### src/rtl/binary_heap_priority_queue_core_assert.svh
// Assertion macros of the heap queue RTL, used by the request sequencer.
`ifndef BINARY_HEAP_PRIORITY_QUEUE_CORE_ASSERT_SVH
`define BINARY_HEAP_PRIORITY_QUEUE_CORE_ASSERT_SVH

// ante implies cons in the same cycle
`define HPQ_ASSERT_IMPL(label, clk, rst_n, ante, cons, msg) \
	label: assert property (@(posedge clk) disable iff (!rst_n) (ante) |-> (cons)) \
		else $error(msg);

// ante implies cons in the next cycle
`define HPQ_ASSERT_NEXT(label, clk, rst_n, ante, cons, msg) \
	label: assert property (@(posedge clk) disable iff (!rst_n) (ante) |=> (cons)) \
		else $error(msg);

// expr never holds
`define HPQ_ASSERT_NEVER(label, clk, rst_n, expr, msg) \
	label: assert property (@(posedge clk) disable iff (!rst_n) !(expr)) \
		else $error(msg);

`endif

### src/rtl/hpq_pkg.sv
// Types, codes and the entry ordering function of the heap queue.
package hpq_pkg;

	localparam int KEY_W     = 40;
	localparam int ID_W      = 8;
	localparam int CNT_OUT_W = 5;

	typedef struct packed {
		logic [KEY_W-1:0] key;
		logic [ID_W-1:0]  id;
	} entry_t;

	typedef enum logic [1:0] {
		REQ_PUSH   = 2'd0,
		REQ_POP    = 2'd1,
		REQ_REMOVE = 2'd2
	} req_e;

	typedef enum logic [1:0] {
		ST_OK        = 2'd0,
		ST_EMPTY     = 2'd1,
		ST_FULL      = 2'd2,
		ST_NOT_FOUND = 2'd3
	} status_e;

	typedef struct packed {
		status_e                status;
		entry_t                 popped;
		logic                   top_valid;
		entry_t                 top;
		logic [CNT_OUT_W-1:0]   count;
	} res_t;

	// true when a must sit above b
	function automatic logic entry_precedes(entry_t a, entry_t b, logic tie_mode);
		logic r;
		if (a.key != b.key) begin
			r = (a.key < b.key);
		end else if (tie_mode) begin
			r = (a.id > b.id);
		end else begin
			r = (a.id < b.id);
		end
		return r;
	endfunction

endpackage

### src/rtl/hpq_if.sv
// Request and result channel interfaces of the heap queue.
interface hpq_req_if;
	logic                       valid;
	logic                       ready;
	logic [1:0]                 req_type;
	logic [hpq_pkg::KEY_W-1:0]  entry_key;
	logic [hpq_pkg::ID_W-1:0]   entry_id;

	modport source (output valid, output req_type, output entry_key, output entry_id,
		input ready);
	modport sink (input valid, input req_type, input entry_key, input entry_id,
		output ready);
endinterface

interface hpq_res_if;
	logic                           valid;
	logic                           ready;
	logic [1:0]                     status;
	logic [hpq_pkg::KEY_W-1:0]      popped_key;
	logic [hpq_pkg::ID_W-1:0]       popped_id;
	logic                           top_valid;
	logic [hpq_pkg::KEY_W-1:0]      top_key;
	logic [hpq_pkg::ID_W-1:0]       top_id;
	logic [hpq_pkg::CNT_OUT_W-1:0]  entry_count;

	modport source (output valid, output status, output popped_key, output popped_id,
		output top_valid, output top_key, output top_id, output entry_count, input ready);
	modport sink (input valid, input status, input popped_key, input popped_id,
		input top_valid, input top_key, input top_id, input entry_count, output ready);
endinterface

### src/rtl/hpq_mem.sv
// Heap entry store: one write port, one registered read port.
module hpq_mem #(
	parameter int DEPTH = 16,
	parameter int IW    = $clog2(DEPTH)
) (
	input  logic             clk,
	input  logic             we,
	input  logic [IW-1:0]    waddr,
	input  hpq_pkg::entry_t  wdata,
	input  logic             re,
	input  logic [IW-1:0]    raddr,
	output hpq_pkg::entry_t  rdata
);

	hpq_pkg::entry_t mem [DEPTH];

	always_ff @(posedge clk) begin
		if (we) begin
			mem[waddr] <= wdata;
		end
		if (re) begin
			rdata <= mem[raddr];
		end
	end

endmodule

### src/rtl/hpq_ctrl.sv
// Request sequencer: scan, sift up and sift down over the entry store.
`include "binary_heap_priority_queue_core_assert.svh"

module hpq_ctrl #(
	parameter int DEPTH = 16,
	parameter int IW    = $clog2(DEPTH)
) (
	input  logic                      clk,
	input  logic                      arst_n,
	input  logic                      req_valid,
	output logic                      req_ready,
	input  logic [1:0]                req_type,
	input  logic [hpq_pkg::KEY_W-1:0] entry_key,
	input  logic [hpq_pkg::ID_W-1:0]  entry_id,
	input  logic                      tie_mode,
	output logic                      rslt_valid,
	input  logic                      rslt_ready,
	output hpq_pkg::res_t             rslt,
	output logic                      mem_we,
	output logic [IW-1:0]             mem_waddr,
	output hpq_pkg::entry_t           mem_wdata,
	output logic                      mem_re,
	output logic [IW-1:0]             mem_raddr,
	input  hpq_pkg::entry_t           mem_rdata
);

	localparam int CW = $clog2(DEPTH + 1);

	typedef enum logic [3:0] {
		S_IDLE, S_POP_TOP, S_POP_LAST, S_POP_X, S_SCAN, S_RM_X, S_UP_CHK, S_UP_DATA,
		S_DN_CHK, S_DN_L, S_DN_R, S_DN_DEC, S_TOP_RD, S_DONE
	} state_t;

	typedef enum logic [1:0] {SEL_NONE, SEL_L, SEL_R} sel_t;

	state_t                    state_q;
	logic [CW-1:0]             count_q;
	logic                      is_rm_q;
	logic                      cmp_vld_q;
	logic [IW-1:0]             cmp_idx_q;
	logic [CW-1:0]             scan_ptr_q;
	logic [IW-1:0]             hole_q;
	hpq_pkg::entry_t           x_q;
	hpq_pkg::entry_t           best_q;
	sel_t                      sel_q;
	hpq_pkg::status_e          status_q;
	hpq_pkg::entry_t           popped_q;
	logic [hpq_pkg::ID_W-1:0]  id_q;

	logic [IW+1:0]             l_idx;
	logic [IW+1:0]             r_idx;
	logic [IW+1:0]             cnt_ext;
	logic                      l_in;
	logic                      r_in;
	logic [IW-1:0]             hole_m1;
	logic [IW-1:0]             parent;
	logic [CW-1:0]             last_m1;
	logic                      scan_match;
	logic                      scan_more;
	logic                      up_wins;
	logic                      dn_l_wins;
	logic                      dn_r_wins;
	logic [CW+hpq_pkg::CNT_OUT_W-1:0] cnt_pad;

	assign l_idx      = {1'b0, hole_q, 1'b1};
	assign r_idx      = {1'b0, hole_q, 1'b0} + (IW+2)'(2);
	assign cnt_ext    = (IW+2)'(count_q);
	assign l_in       = (l_idx < cnt_ext);
	assign r_in       = (r_idx < cnt_ext);
	assign hole_m1    = hole_q - IW'(1);
	assign parent     = hole_m1 >> 1;
	assign last_m1    = count_q - CW'(1);
	assign scan_match = cmp_vld_q && (mem_rdata.id == id_q);
	assign scan_more  = (scan_ptr_q < count_q);
	assign up_wins    = hpq_pkg::entry_precedes(x_q, mem_rdata, tie_mode);
	assign dn_l_wins  = hpq_pkg::entry_precedes(mem_rdata, x_q, tie_mode);
	assign dn_r_wins  = hpq_pkg::entry_precedes(mem_rdata, best_q, tie_mode);

	// store access per state
	always_comb begin
		mem_we    = 1'b0;
		mem_waddr = hole_q;
		mem_wdata = x_q;
		mem_re    = 1'b0;
		mem_raddr = '0;
		unique case (state_q)
			S_POP_TOP: begin
				mem_re = 1'b1;
			end
			S_POP_LAST: begin
				mem_re    = 1'b1;
				mem_raddr = count_q[IW-1:0];
			end
			S_SCAN: begin
				if (scan_match) begin
					mem_re    = 1'b1;
					mem_raddr = last_m1[IW-1:0];
				end else if (scan_more) begin
					mem_re    = 1'b1;
					mem_raddr = scan_ptr_q[IW-1:0];
				end
			end
			S_UP_CHK: begin
				if (hole_q == '0) begin
					mem_we = !is_rm_q;
				end else begin
					mem_re    = 1'b1;
					mem_raddr = parent;
				end
			end
			S_UP_DATA: begin
				if (up_wins) begin
					mem_we    = 1'b1;
					mem_wdata = mem_rdata;
				end else begin
					mem_we = !is_rm_q;
				end
			end
			S_DN_CHK: begin
				if (l_in) begin
					mem_re    = 1'b1;
					mem_raddr = l_idx[IW-1:0];
				end else begin
					mem_we = 1'b1;
				end
			end
			S_DN_L: begin
				if (r_in) begin
					mem_re    = 1'b1;
					mem_raddr = r_idx[IW-1:0];
				end
			end
			S_DN_DEC: begin
				mem_we    = 1'b1;
				mem_wdata = (sel_q == SEL_NONE) ? x_q : best_q;
			end
			S_TOP_RD: begin
				mem_re = 1'b1;
			end
			default: begin
			end
		endcase
	end

	// control state
	always_ff @(posedge clk or negedge arst_n) begin
		if (!arst_n) begin
			state_q   <= S_IDLE;
			count_q   <= '0;
			is_rm_q   <= 1'b0;
			cmp_vld_q <= 1'b0;
		end else begin
			unique case (state_q)
				S_IDLE: begin
					if (req_valid) begin
						is_rm_q   <= 1'b0;
						cmp_vld_q <= 1'b0;
						unique case (req_type)
							hpq_pkg::REQ_PUSH: begin
								if (count_q == CW'(DEPTH)) begin
									state_q <= S_TOP_RD;
								end else begin
									count_q <= count_q + CW'(1);
									state_q <= S_UP_CHK;
								end
							end
							hpq_pkg::REQ_POP: begin
								if (count_q == '0) begin
									state_q <= S_TOP_RD;
								end else begin
									count_q <= last_m1;
									state_q <= S_POP_TOP;
								end
							end
							hpq_pkg::REQ_REMOVE: begin
								state_q <= S_SCAN;
							end
							default: begin
								state_q <= S_TOP_RD;
							end
						endcase
					end
				end
				S_POP_TOP: begin
					state_q <= S_POP_LAST;
				end
				S_POP_LAST: begin
					state_q <= S_POP_X;
				end
				S_POP_X: begin
					state_q <= (count_q == '0) ? S_TOP_RD : S_DN_CHK;
				end
				S_SCAN: begin
					if (scan_match) begin
						count_q   <= last_m1;
						is_rm_q   <= 1'b1;
						cmp_vld_q <= 1'b0;
						state_q   <= (CW'(cmp_idx_q) == last_m1) ? S_TOP_RD : S_RM_X;
					end else if (scan_more) begin
						cmp_vld_q <= 1'b1;
					end else begin
						state_q <= S_TOP_RD;
					end
				end
				S_RM_X: begin
					state_q <= S_UP_CHK;
				end
				S_UP_CHK: begin
					if (hole_q == '0) begin
						state_q <= is_rm_q ? S_DN_CHK : S_TOP_RD;
					end else begin
						state_q <= S_UP_DATA;
					end
				end
				S_UP_DATA: begin
					if (up_wins) begin
						state_q <= S_UP_CHK;
					end else begin
						state_q <= is_rm_q ? S_DN_CHK : S_TOP_RD;
					end
				end
				S_DN_CHK: begin
					state_q <= l_in ? S_DN_L : S_TOP_RD;
				end
				S_DN_L: begin
					state_q <= r_in ? S_DN_R : S_DN_DEC;
				end
				S_DN_R: begin
					state_q <= S_DN_DEC;
				end
				S_DN_DEC: begin
					state_q <= (sel_q == SEL_NONE) ? S_TOP_RD : S_DN_CHK;
				end
				S_TOP_RD: begin
					state_q <= S_DONE;
				end
				S_DONE: begin
					if (rslt_ready) begin
						state_q <= S_IDLE;
					end
				end
				default: begin
					state_q <= S_IDLE;
				end
			endcase
		end
	end

	// datapath registers
	always_ff @(posedge clk) begin
		unique case (state_q)
			S_IDLE: begin
				if (req_valid) begin
					status_q   <= hpq_pkg::ST_OK;
					popped_q   <= '0;
					id_q       <= entry_id;
					x_q        <= {entry_key, entry_id};
					hole_q     <= count_q[IW-1:0];
					scan_ptr_q <= '0;
					if (req_type == hpq_pkg::REQ_PUSH && count_q == CW'(DEPTH)) begin
						status_q <= hpq_pkg::ST_FULL;
					end
					if (req_type == hpq_pkg::REQ_POP && count_q == '0) begin
						status_q <= hpq_pkg::ST_EMPTY;
					end
				end
			end
			S_POP_LAST: begin
				popped_q <= mem_rdata;
			end
			S_POP_X: begin
				x_q    <= mem_rdata;
				hole_q <= '0;
			end
			S_SCAN: begin
				if (scan_match) begin
					hole_q <= cmp_idx_q;
				end else if (scan_more) begin
					cmp_idx_q  <= scan_ptr_q[IW-1:0];
					scan_ptr_q <= scan_ptr_q + CW'(1);
				end else begin
					status_q <= hpq_pkg::ST_NOT_FOUND;
				end
			end
			S_RM_X: begin
				x_q <= mem_rdata;
			end
			S_UP_DATA: begin
				if (up_wins) begin
					hole_q <= parent;
				end
			end
			S_DN_L: begin
				if (dn_l_wins) begin
					best_q <= mem_rdata;
					sel_q  <= SEL_L;
				end else begin
					best_q <= x_q;
					sel_q  <= SEL_NONE;
				end
			end
			S_DN_R: begin
				if (dn_r_wins) begin
					best_q <= mem_rdata;
					sel_q  <= SEL_R;
				end
			end
			S_DN_DEC: begin
				if (sel_q == SEL_L) begin
					hole_q <= l_idx[IW-1:0];
				end else if (sel_q == SEL_R) begin
					hole_q <= r_idx[IW-1:0];
				end
			end
			default: begin
			end
		endcase
	end

	// result; the top read of slot zero stays on the read port through S_DONE
	assign cnt_pad          = {{hpq_pkg::CNT_OUT_W{1'b0}}, count_q};
	assign req_ready        = (state_q == S_IDLE);
	assign rslt_valid       = (state_q == S_DONE);
	assign rslt.status      = status_q;
	assign rslt.popped      = popped_q;
	assign rslt.top_valid   = (count_q != '0);
	assign rslt.top         = (count_q != '0) ? mem_rdata : '0;
	assign rslt.count       = cnt_pad[hpq_pkg::CNT_OUT_W-1:0];

	`HPQ_ASSERT_NEVER(a_rw_clash, clk, arst_n, mem_we && mem_re && (mem_waddr == mem_raddr),
		"read and write of the same slot in one cycle")
	`HPQ_ASSERT_NEVER(a_count_range, clk, arst_n, count_q > CW'(DEPTH),
		"entry count above depth")
	`HPQ_ASSERT_IMPL(a_write_in_use, clk, arst_n, mem_we, CW'(mem_waddr) < count_q,
		"write to a slot outside the held entries")
	`HPQ_ASSERT_NEXT(a_push_count, clk, arst_n,
		req_valid && req_ready && (req_type == hpq_pkg::REQ_PUSH) && (count_q != CW'(DEPTH)),
		count_q == $past(count_q) + CW'(1), "push did not advance the count")

endmodule

### src/rtl/binary_heap_priority_queue_core.sv
// Top level of the binary min-heap priority queue.
//
//   channel   dir   handshake        payload
//   req       in    valid / ready    req_type, entry_key, entry_id
//   res       out   valid / ready    status, popped_key/id, top_valid/key/id, entry_count
//   cfg       in    cfg_we           cfg_wdata (tie break mode)
//
// One request at a time over the entry store. A full push, an empty pop and the unused
// code answer without changing the heap. A push sifts up; a pop reads the top and the
// last entry, then sifts down unless it empties the heap. A remove compares slot by
// slot; any slot but the last takes the last entry and sifts up and down. Reset clears
// the entry count and the tie mode, not the store.
// A result waits in the output register; the next request is taken as soon as
// the result has moved there, even while the sink stalls.
module binary_heap_priority_queue_core #(
	parameter int HEAP_DEPTH = 16
) (
	input  logic         clk,
	input  logic         arst_n,
	hpq_req_if.sink      req,
	hpq_res_if.source    res,
	input  logic         cfg_we,
	input  logic         cfg_wdata
);

	localparam int IW = $clog2(HEAP_DEPTH);

	logic               mode_q;
	logic               out_valid_q;
	hpq_pkg::res_t      out_q;

	logic               rslt_valid;
	logic               rslt_ready;
	hpq_pkg::res_t      rslt;

	logic               mem_we;
	logic [IW-1:0]      mem_waddr;
	hpq_pkg::entry_t    mem_wdata;
	logic               mem_re;
	logic [IW-1:0]      mem_raddr;
	hpq_pkg::entry_t    mem_rdata;

	// tie break mode register; to be written only while idle, which the block does not enforce
	always_ff @(posedge clk or negedge arst_n) begin
		if (!arst_n) begin
			mode_q <= 1'b0;
		end else if (cfg_we) begin
			mode_q <= cfg_wdata;
		end
	end

	hpq_ctrl #(
		.DEPTH (HEAP_DEPTH),
		.IW    (IW)
	) u_ctrl (
		.clk        (clk),
		.arst_n     (arst_n),
		.req_valid  (req.valid),
		.req_ready  (req.ready),
		.req_type   (req.req_type),
		.entry_key  (req.entry_key),
		.entry_id   (req.entry_id),
		.tie_mode   (mode_q),
		.rslt_valid (rslt_valid),
		.rslt_ready (rslt_ready),
		.rslt       (rslt),
		.mem_we     (mem_we),
		.mem_waddr  (mem_waddr),
		.mem_wdata  (mem_wdata),
		.mem_re     (mem_re),
		.mem_raddr  (mem_raddr),
		.mem_rdata  (mem_rdata)
	);

	hpq_mem #(
		.DEPTH (HEAP_DEPTH),
		.IW    (IW)
	) u_mem (
		.clk   (clk),
		.we    (mem_we),
		.waddr (mem_waddr),
		.wdata (mem_wdata),
		.re    (mem_re),
		.raddr (mem_raddr),
		.rdata (mem_rdata)
	);

	// output register: take a finished result whenever the slot is empty or draining
	assign rslt_ready = !out_valid_q || res.ready;

	always_ff @(posedge clk or negedge arst_n) begin
		if (!arst_n) begin
			out_valid_q <= 1'b0;
		end else if (rslt_valid && rslt_ready) begin
			out_valid_q <= 1'b1;
		end else if (res.ready) begin
			out_valid_q <= 1'b0;
		end
	end

	// hold the payload while the sink stalls
	always_ff @(posedge clk) begin
		if (rslt_valid && rslt_ready) begin
			out_q <= rslt;
		end
	end

	assign res.valid       = out_valid_q;
	assign res.status      = out_q.status;
	assign res.popped_key  = out_q.popped.key;
	assign res.popped_id   = out_q.popped.id;
	assign res.top_valid   = out_q.top_valid;
	assign res.top_key     = out_q.top.key;
	assign res.top_id      = out_q.top.id;
	assign res.entry_count = out_q.count;

endmodule

### src/flat_wrapper.sv
// flat-port wrapper written by rule: the top's interface ports become plain ports
module binary_heap_priority_queue_core_flat 
#(
	parameter int HEAP_DEPTH = 16
)
  (clk, arst_n, cfg_we, cfg_wdata, req_valid, req_req_type, req_entry_key, req_entry_id, req_ready, res_valid, res_status, res_popped_key, res_popped_id, res_top_valid, res_top_key, res_top_id, res_entry_count, res_ready);
  hpq_req_if req_i ();
  hpq_res_if res_i ();
  input  logic clk;
  input  logic arst_n;
  input  logic cfg_we;
  input  logic cfg_wdata;
  input wire logic [$bits(req_i.valid)-1:0] req_valid;
  input wire logic [$bits(req_i.req_type)-1:0] req_req_type;
  input wire logic [$bits(req_i.entry_key)-1:0] req_entry_key;
  input wire logic [$bits(req_i.entry_id)-1:0] req_entry_id;
  output wire logic [$bits(req_i.ready)-1:0] req_ready;
  output wire logic [$bits(res_i.valid)-1:0] res_valid;
  output wire logic [$bits(res_i.status)-1:0] res_status;
  output wire logic [$bits(res_i.popped_key)-1:0] res_popped_key;
  output wire logic [$bits(res_i.popped_id)-1:0] res_popped_id;
  output wire logic [$bits(res_i.top_valid)-1:0] res_top_valid;
  output wire logic [$bits(res_i.top_key)-1:0] res_top_key;
  output wire logic [$bits(res_i.top_id)-1:0] res_top_id;
  output wire logic [$bits(res_i.entry_count)-1:0] res_entry_count;
  input wire logic [$bits(res_i.ready)-1:0] res_ready;
  assign req_i.valid = req_valid;
  assign req_i.req_type = req_req_type;
  assign req_i.entry_key = req_entry_key;
  assign req_i.entry_id = req_entry_id;
  assign req_ready = req_i.ready;
  assign res_valid = res_i.valid;
  assign res_status = res_i.status;
  assign res_popped_key = res_i.popped_key;
  assign res_popped_id = res_i.popped_id;
  assign res_top_valid = res_i.top_valid;
  assign res_top_key = res_i.top_key;
  assign res_top_id = res_i.top_id;
  assign res_entry_count = res_i.entry_count;
  assign res_i.ready = res_ready;
  binary_heap_priority_queue_core #(.HEAP_DEPTH(HEAP_DEPTH)) u_core (.clk(clk), .arst_n(arst_n), .req(req_i), .res(res_i), .cfg_we(cfg_we), .cfg_wdata(cfg_wdata));
endmodule
### config.mk
export PLATFORM = sky130hd
export DESIGN_NAME = binary_heap_priority_queue_core_flat
export DESIGN_NICKNAME = d
export VERILOG_FILES = /design/src/rtl/hpq_pkg.sv /design/src/rtl/hpq_if.sv /design/src/rtl/hpq_mem.sv /design/src/rtl/hpq_ctrl.sv /design/src/rtl/binary_heap_priority_queue_core.sv /design/src/flat_wrapper.sv
export VERILOG_INCLUDE_DIRS = /design/src /design/src/rtl
export SDC_FILE = /design/constraint.sdc
export NUM_CORES = 2
export LEC_CHECK = 0
export ABC_AREA = 1
export BUFFER_PORTS_ARGS = -buffer_cell sky130_fd_sc_hd__buf_2
export CAP_MARGIN = 20
export CELL_PAD_IN_SITES_DETAIL_PLACEMENT = 0
export CELL_PAD_IN_SITES_GLOBAL_PLACEMENT = 1
export CORE_UTILIZATION = 25
export CTS_BUF_LIST = sky130_fd_sc_hd__clkbuf_4
export DETAILED_ROUTE_END_ITERATION = 7
export HOLD_SLACK_MARGIN = 0.12
export PLACE_DENSITY = 0.48
export SYNTH_ARGS = -nofsm -noshare
export SYNTH_HDL_FRONTEND = slang
export SYNTH_SLANG_ARGS = --single-unit
### constraint.sdc
create_clock -name clk -period 11.95 [get_ports clk]
set_input_delay 0.5975 -clock clk [delete_from_list [all_inputs] [get_ports clk]]
set_output_delay 0.5975 -clock clk [all_outputs]
set_load 0.02 [all_outputs]
Word-level counts from Yosys, hierarchy flattened

Memory sizes are Yosys's and may differ from the RTL's. A register that Yosys moved wholly into a read port is not among the register bits.
Index checks and enable logic that the tools add are counted.

Bitwise gates (word level): 1
$add $sub $neg: 5
Eq/ne operators: 37
Reductions and logical operators: 33
Muxes and demuxes: 83
$lt $le $gt $ge: 12

Operators by type and width:

| cell                                                                   | count |
|---|---|
| 48-bit one-hot mux with 2 select lines                                 | 4 |
| 48-bit 2-to-1 mux                                                      | 6 |
| 40-bit less-than comparator                                            | 3 |
| 40-bit inequality test                                                 | 3 |
| 4-bit 2-to-1 mux                                                       | 18 |
| 4-bit one-hot mux with 14 select lines                                 | 1 |
| 4-bit one-hot mux with 5 select lines                                  | 2 |
| 5-bit 2-to-1 mux                                                       | 7 |
| 5-bit one-hot mux with 2 select lines                                  | 3 |
| 4-bit equality test (second input constant)                            | 6 |
| 8-bit greater-than comparator                                          | 3 |
| 8-bit less-than comparator                                             | 3 |
| 1-bit 2-to-1 mux                                                       | 24 |
| 4-bit by 3-bit equality test with 1-bit output (second input constant) | 4 |
| 2-bit inequality test (second input constant)                          | 8 |
| 3-bit 2-to-1 mux                                                       | 5 |
| 3-bit inequality test (second input constant)                          | 5 |
| 2-bit 2-to-1 mux                                                       | 6 |
| 4-bit one-hot mux with 3 select lines                                  | 1 |
| 3-bit AND reduction                                                    | 4 |
| 5-bit by 1-bit adder with 5-bit output (second input constant)         | 2 |
| 5-bit less-than comparator                                             | 2 |
| 2-bit nonzero test                                                     | 5 |
| 5-bit nonzero test                                                     | 2 |
| other kinds (29)                                                       | 44 |

Memories: 1
Output and inout port bits: 106
Logic and storage cells: 197
Bits of input ports: 56
Register bits after elaboration: 286
Bits in writable memories: 768

Memory list:

| memory           | words | bits a word | read ports | clocked after memory_dff | wr ports | line          | text |
|---|---|---|---|---|---|---|---|
| u_core.u_mem.mem | 16    | 48          | 1          | 1                        | 1        | hpq_mem.sv:15 | `hpq_pkg::entry_t mem [DEPTH];` |

Logic depth before layout (Yosys ltp)

Depth after elaboration: 7
Gate-level depth with buffers: 19
Depth with buffers taken out: 17

Cells and area by module

From an unflattened synthesis, not the netlist that was laid out.

Cells, all modules: 5,055
Area, all modules: 50,933.8 µm²

By module, submodules not included:

| module                          | times used | sequential area each (µm²) | area each (µm²) | cells each |
|---|---|---|---|---|
| hpq_mem                         | 1          | 24,503.5                   | 34,421.8        | 3,165 |
| hpq_ctrl                        | 1          | 5,350.1                    | 13,306.5        | 1,776 |
| binary_heap_priority_queue_core | 1          | 3,173.0                    | 3,205.6         | 114 |

Worst setup path after synthesis

No wires, ideal clock.

Path type: flip-flop to flip-flop
Start: register u_core.u_ctrl.state_q[1]
End: register u_core.out_q (netlist bit u_core.res.entry_count[0]) (enable)
Path buffers: 0
Arrival time: 5.027 ns
Setup slack: 6.355 ns
Stages on the path, launching flop included: 6
Data required time: 11.381 ns
Setup time: 0.569 ns
Clock period less this slack: 5.595 ns
Path through: dfrtp_1 inv_1 nand2_1 nor2_1 inv_1 nor2_1

Word-level cells in the longest chain between the ends: 2

Ends and longest elaborated chain:

| item                   | line                                   | text |
|---|---|---|
| start, declared        | hpq_ctrl.sv:36                         | `state_t state_q;` |
| start signal, assigned | hpq_ctrl.sv:191                        | `state_q <= (count_q == '0) ? S_TOP_RD : S_DN_CHK;` |
| start signal, assigned | hpq_ctrl.sv:198                        | `state_q <= (CW'(cmp_idx_q) == last_m1) ? S_TOP_RD : S_RM_X;` |
| start signal, assigned | hpq_ctrl.sv:210                        | `state_q <= is_rm_q ? S_DN_CHK : S_TOP_RD;` |
| 4-bit equality test    | hpq_ctrl.sv:323                        | `assign rslt_valid = (state_q == S_DONE);` |
| 1-bit logical AND      | binary_heap_priority_queue_core.sv:103 | `if (rslt_valid && rslt_ready) begin` |
| end signal, assigned   | binary_heap_priority_queue_core.sv:104 | `out_q <= rslt;` |
| end, declared          | binary_heap_priority_queue_core.sv:30  | `hpq_pkg::res_t out_q;` |

No other way between the ends.
A chain may end at the register's enable or synchronous reset.

Worst setup path in the final report

Start: register u_core.u_ctrl.hole_q[0], in the netlist u_core.u_ctrl.mem_waddr[0]
End: register, netlist name u_core.u_mem.rdata[36]

Word-level cells in the longest chain between the ends: 4
Elaborated cells on any way between the ends: 13
Those cells by class: 2 x add/sub; 2 x order compare; 8 x mux; 1 x reduce/logical

Ends and longest elaborated chain:

| item                                                                                                  | line            | text |
|---|---|---|
| start, declared                                                                                       | hpq_ctrl.sv:42  | `logic [IW-1:0] hole_q;` |
| start signal, assigned                                                                                | hpq_ctrl.sv:258 | `hole_q <= count_q[IW-1:0];` |
| start signal, assigned                                                                                | hpq_ctrl.sv:277 | `hole_q <= cmp_idx_q;` |
| start signal, assigned                                                                                | hpq_ctrl.sv:290 | `hole_q <= parent;` |
| 5-bit by 2-bit adder with 6-bit output                                                                | hpq_ctrl.sv:66  | `assign r_idx = {1'b0, hole_q, 1'b0} + (IW+2)'(2);` |
| 6-bit by 5-bit less-than comparator with 1-bit output                                                 | hpq_ctrl.sv:69  | `assign r_in = (r_idx < cnt_ext);` |
| 4-bit 2-to-1 mux / 1-bit 2-to-1 mux (equally long branches)                                           | hpq_ctrl.sv:128 | `if (r_in) begin` |
| 4-bit one-hot mux with 5 select lines / 1-bit one-hot mux with 5 select lines (equally long branches) | hpq_ctrl.sv:86  | `unique case (state_q)` |

Several ways; a longest one is shown, not always the timed one.

==> results.cfg <==
[status]
status = completed

[sta]
setup_tns_ns = 0
fin_skew_ns = 0.09042
fin_crit_ns = 5.672
report.final.slew_viol_count = 0
tightest_slew_ns = 1.097
slew_headroom_pct = 26.85
hold_viol_final = 0
fin_crit_sh_pct = 47.47
finalSetupViolCount = 0
max_freq_ghz = 0.1763
rsz0062_at_grt = false
finalWorstSetupSlack_ns = 6.278

[detailed_routing]
vias = 35838
post_drt_via_cell_ratio = 4.677
drc_errors = 0
drt-wirelength-per-cell_um = 21.88
drt_first_pass_iters = 5
drtAntennaViolNets = 0
wirelength_um = 167600
drt_iter0_markers = 2252

[worst_setup_path]
r2r_setup_slack_ns = 6.28
arrival_ns = 6.77
timing.rr.start = u_core.u_ctrl.mem_waddr[0]
path_max_fanout = 84
critPathKind = reg2reg
cp-startpoint = u_core.u_ctrl.mem_waddr[0]
startpoint_type = flip-flop
required_ns = 13.05
endpoint_kind = flip-flop

[worst_hold_path]
min_from = req_entry_key[6]
hold_class = in2reg

[synth]
synth_compound_area_share_pct = 3.045
syn_nets = 4654
synth.area.mux_share_pct = 0
synth_cells = 4480
synth_top_family_by_area = simple AND/OR/NAND/NOR gates
yosys.area_share.simple_pct = 21.85
seq_area_frac_synth_pct = 66.92
yosys.area_share.xor_xnor_pct = 0.2662
synth_edf_count = 1089
synthArstFlopShare_pct = 1.180
ys_warn_count = 0
synth_area_per_cell_um2 = 11.02
ys_ff_latch = 1102
synth_cell_types = 47
synth_fa_ha_area_share_pct = 2.992
synth_area_um2 = 49350
ys.flop_type = edfxtp_1

[global_routing]
use_met1_pct = 23.02
grt_overflow = 0
grt_max_degree = 129
grt_use_met3_pct = 2.848
met2_usage_pct = 26.60
grt.busiest_layer = met2
grt_usage_pct = 16.66
grt_first_pass_wirelength_um = 246600
antenna_found_initial = 8
grt_pass1_vias = 36320

[layout]
nets = 5005
design_area_um2 = 57600
stdcell_count = 7662
drive_gt1_share_pct = 15.05
syn_to_final_growth_pct = 16.72

[floorplanning]
die_x_um = 446.3
row_count = 162
dieArea_um2 = 199200
die_h_um = 446.3
start_util_pct = 25.23
fp.coreArea_um2 = 195600
ios = 162

[clock_network]
cts.sinks = 1102
htree_levels = 5
clockBufferDepth = 4
clkTransAtPathRegs_ns = 0.07
post_cts_buffers = 0
clock_latency_ns = 1.27
cts_buffers = 318
cts_root_buf = clkbuf_4
cts_tree = done

[placed_design]
dp_slack_ns = 6.359
place_congestion = 0.7866
io_buffers = 161
dp_hpwl_um = 91630
dpl-instance-area_um2 = 52800
dp.cells = 7031

[pwr]
power.leakage_nw = 21.83
finalPower_mw = 16.16
vdd_drop_max_uv = 205.3
p_per_area_nw_per_um2 = 280.5

[job]
maxCapViolations = 0
==> cells in the mapped netlist (4+ instances only) <==
cell / instances / share of area (%)
buf_2: 91 / 0.92
o21a_1: 5 / 0.076
edfxtp_1: 1089 / 66
nand3_2: 4 / 0.081
o211ai_1: 5 / 0.076
o22ai_1: 7 / 0.089
inv_2: 6 / 0.046
xnor2_1: 7 / 0.12
nand4_1: 401 / 5.1
dfrtp_1: 13 / 0.66
buf_4: 12 / 0.18
nand3_1: 656 / 6.7
nand2_1: 1128 / 8.6
a21oi_1: 56 / 0.57
nor2_1: 149 / 1.1
o21ai_0: 187 / 1.9
xor2_1: 8 / 0.14
buf_1: 39 / 0.30
nor3_1: 9 / 0.091
inv_1: 293 / 2.2
ha_1: 118 / 3.0
clkbuf_1: 157 / 1.2
==> final timing paths <==
check	end	depth (start not counted)
setup / recovery	u_core.u_mem.rdata[36]	16
hold / removal	u_core.u_ctrl.x_q[14]	4
setup reg to reg	u_core.u_mem.rdata[36]	16
hold reg to reg	u_core.res.status[1]	0
max in group asynchronous	u_core.u_ctrl.state_q[3]	3
min in group asynchronous	u_core.u_ctrl.is_rm_q	3
==> final cells by class <==
type,count,area (um2)
sequential,1102,33030
inverter,302,1159
timing repair buffer,332,2387
tap,2624,3283
fill,20358,138000
antenna,2,5.005
clock inverter,53,206.4
clock buffer,472,3543
multi-input combinational,2775,13990
==> power by group <==
group | switching (mW) | internal (mW)
Clock | 1.62 | 1.79
Sequential | 0.399 | 5.40
Combinational | 5.14 | 1.82
Total | 7.15 | 9.00
==> worst max-delay path, stage by stage (launching register included) <==
cell,delay [ns]
edfxtp_1,0.46
inv_1,0.22
ha_1,0.28
nand3_1,0.24
nand2_1,0.18
o22ai_1,0.25
nor2_4,0.15
nand3_4,0.47
buf_4,0.71
buf_4,0.87
buf_4,0.88
nand2_1,0.13
nand3_1,0.13
nand3_1,0.09
nand2_1,0.11
nand2_1,0.05
nand2_1,0.09
==> cells in the final DEF, fill, tap and decap left out, types with 5 or more instances in the layout <==
cell type,Yosys,layout
nand2_1,1128,1123
edfxtp_1,1089,1089
nand3_1,656,656
clkbuf_4,0,472
nand4_1,401,401
inv_1,293,276
o21ai_0,187,187
buf_2,91,161
nor2_1,149,145
ha_1,118,117
dlygate4sd3_1,0,104
buf_4,12,64
a21oi_1,56,56
clkinv_1,3,44
clkinv_2,0,22
dfrtp_1,13,13
inv_2,6,12
nor3_1,9,9
xor2_1,8,8
nor2_4,3,7
o22ai_1,7,7
xnor2_1,7,7
nand2_2,1,6
o211ai_1,5,5
o21a_1,5,5
==> sequential cells by signal (all words and copies together), names as in the netlist, 2 cells and up <==
register / flops
u_core.res.top_key: 40
u_core.u_ctrl.cmp_idx_q: 4
u_core.u_ctrl.status_q: 2
u_core.u_ctrl.id_q: 8
u_core.res.popped_key: 40
u_core.res.popped_id: 8
u_core.u_ctrl.sel_q: 2
u_core.u_ctrl.rslt: 48
u_core.u_ctrl.x_q: 48
u_core.u_ctrl.scan_ptr_q: 5
u_core.u_ctrl.state_q: 4
u_core.u_mem.rdata: 48
u_core.u_ctrl.count_q: 5
u_core.res.status: 2
u_core.res.top_id: 8
u_core.u_ctrl.best_q: 48
u_core.u_ctrl.mem_waddr: 4
u_core.res.entry_count: 5
u_core.u_mem.mem: 768
==> per-stage QoR <==
| step | hold WS [ns] | util, % |
|---|---|---|
| 2_1_floorplan | 0.3019 | - |
| 3_3_place_gp | 0.4011 | 27.00 |
| 3_5_place_dp | 0.4045 | 27.00 |
| 4_1_cts | 0.1292 | 29.45 |
| 5_1_grt | 0.2227 | 29.45 |
| 6_report | 0.3145 | 29.45 |
==> kinds of logic after synthesis <==
family / after synthesis
AO/OA/AOI/OAI: 282
XOR/XNOR: 15
adder cells (fa/ha/maj): 118
buffers and inverters: 603
flip-flops: 1102
AND/OR/NAND/NOR: 2360
==> timing repair <==
item / in CTS / in global routing
resized for setup: 0 / 0
hold endpoints to repair: 115 / 0
hold buffers: 104 / 0
==> routing by layer <==
layer	routed length, um	vias up
met5	0	-
met4	3139	0
met3	7909	245
met1	79370	17670
met2	77230	1019
li1	-	16904
No activity file was read; power rests on OpenSTA's default activity.
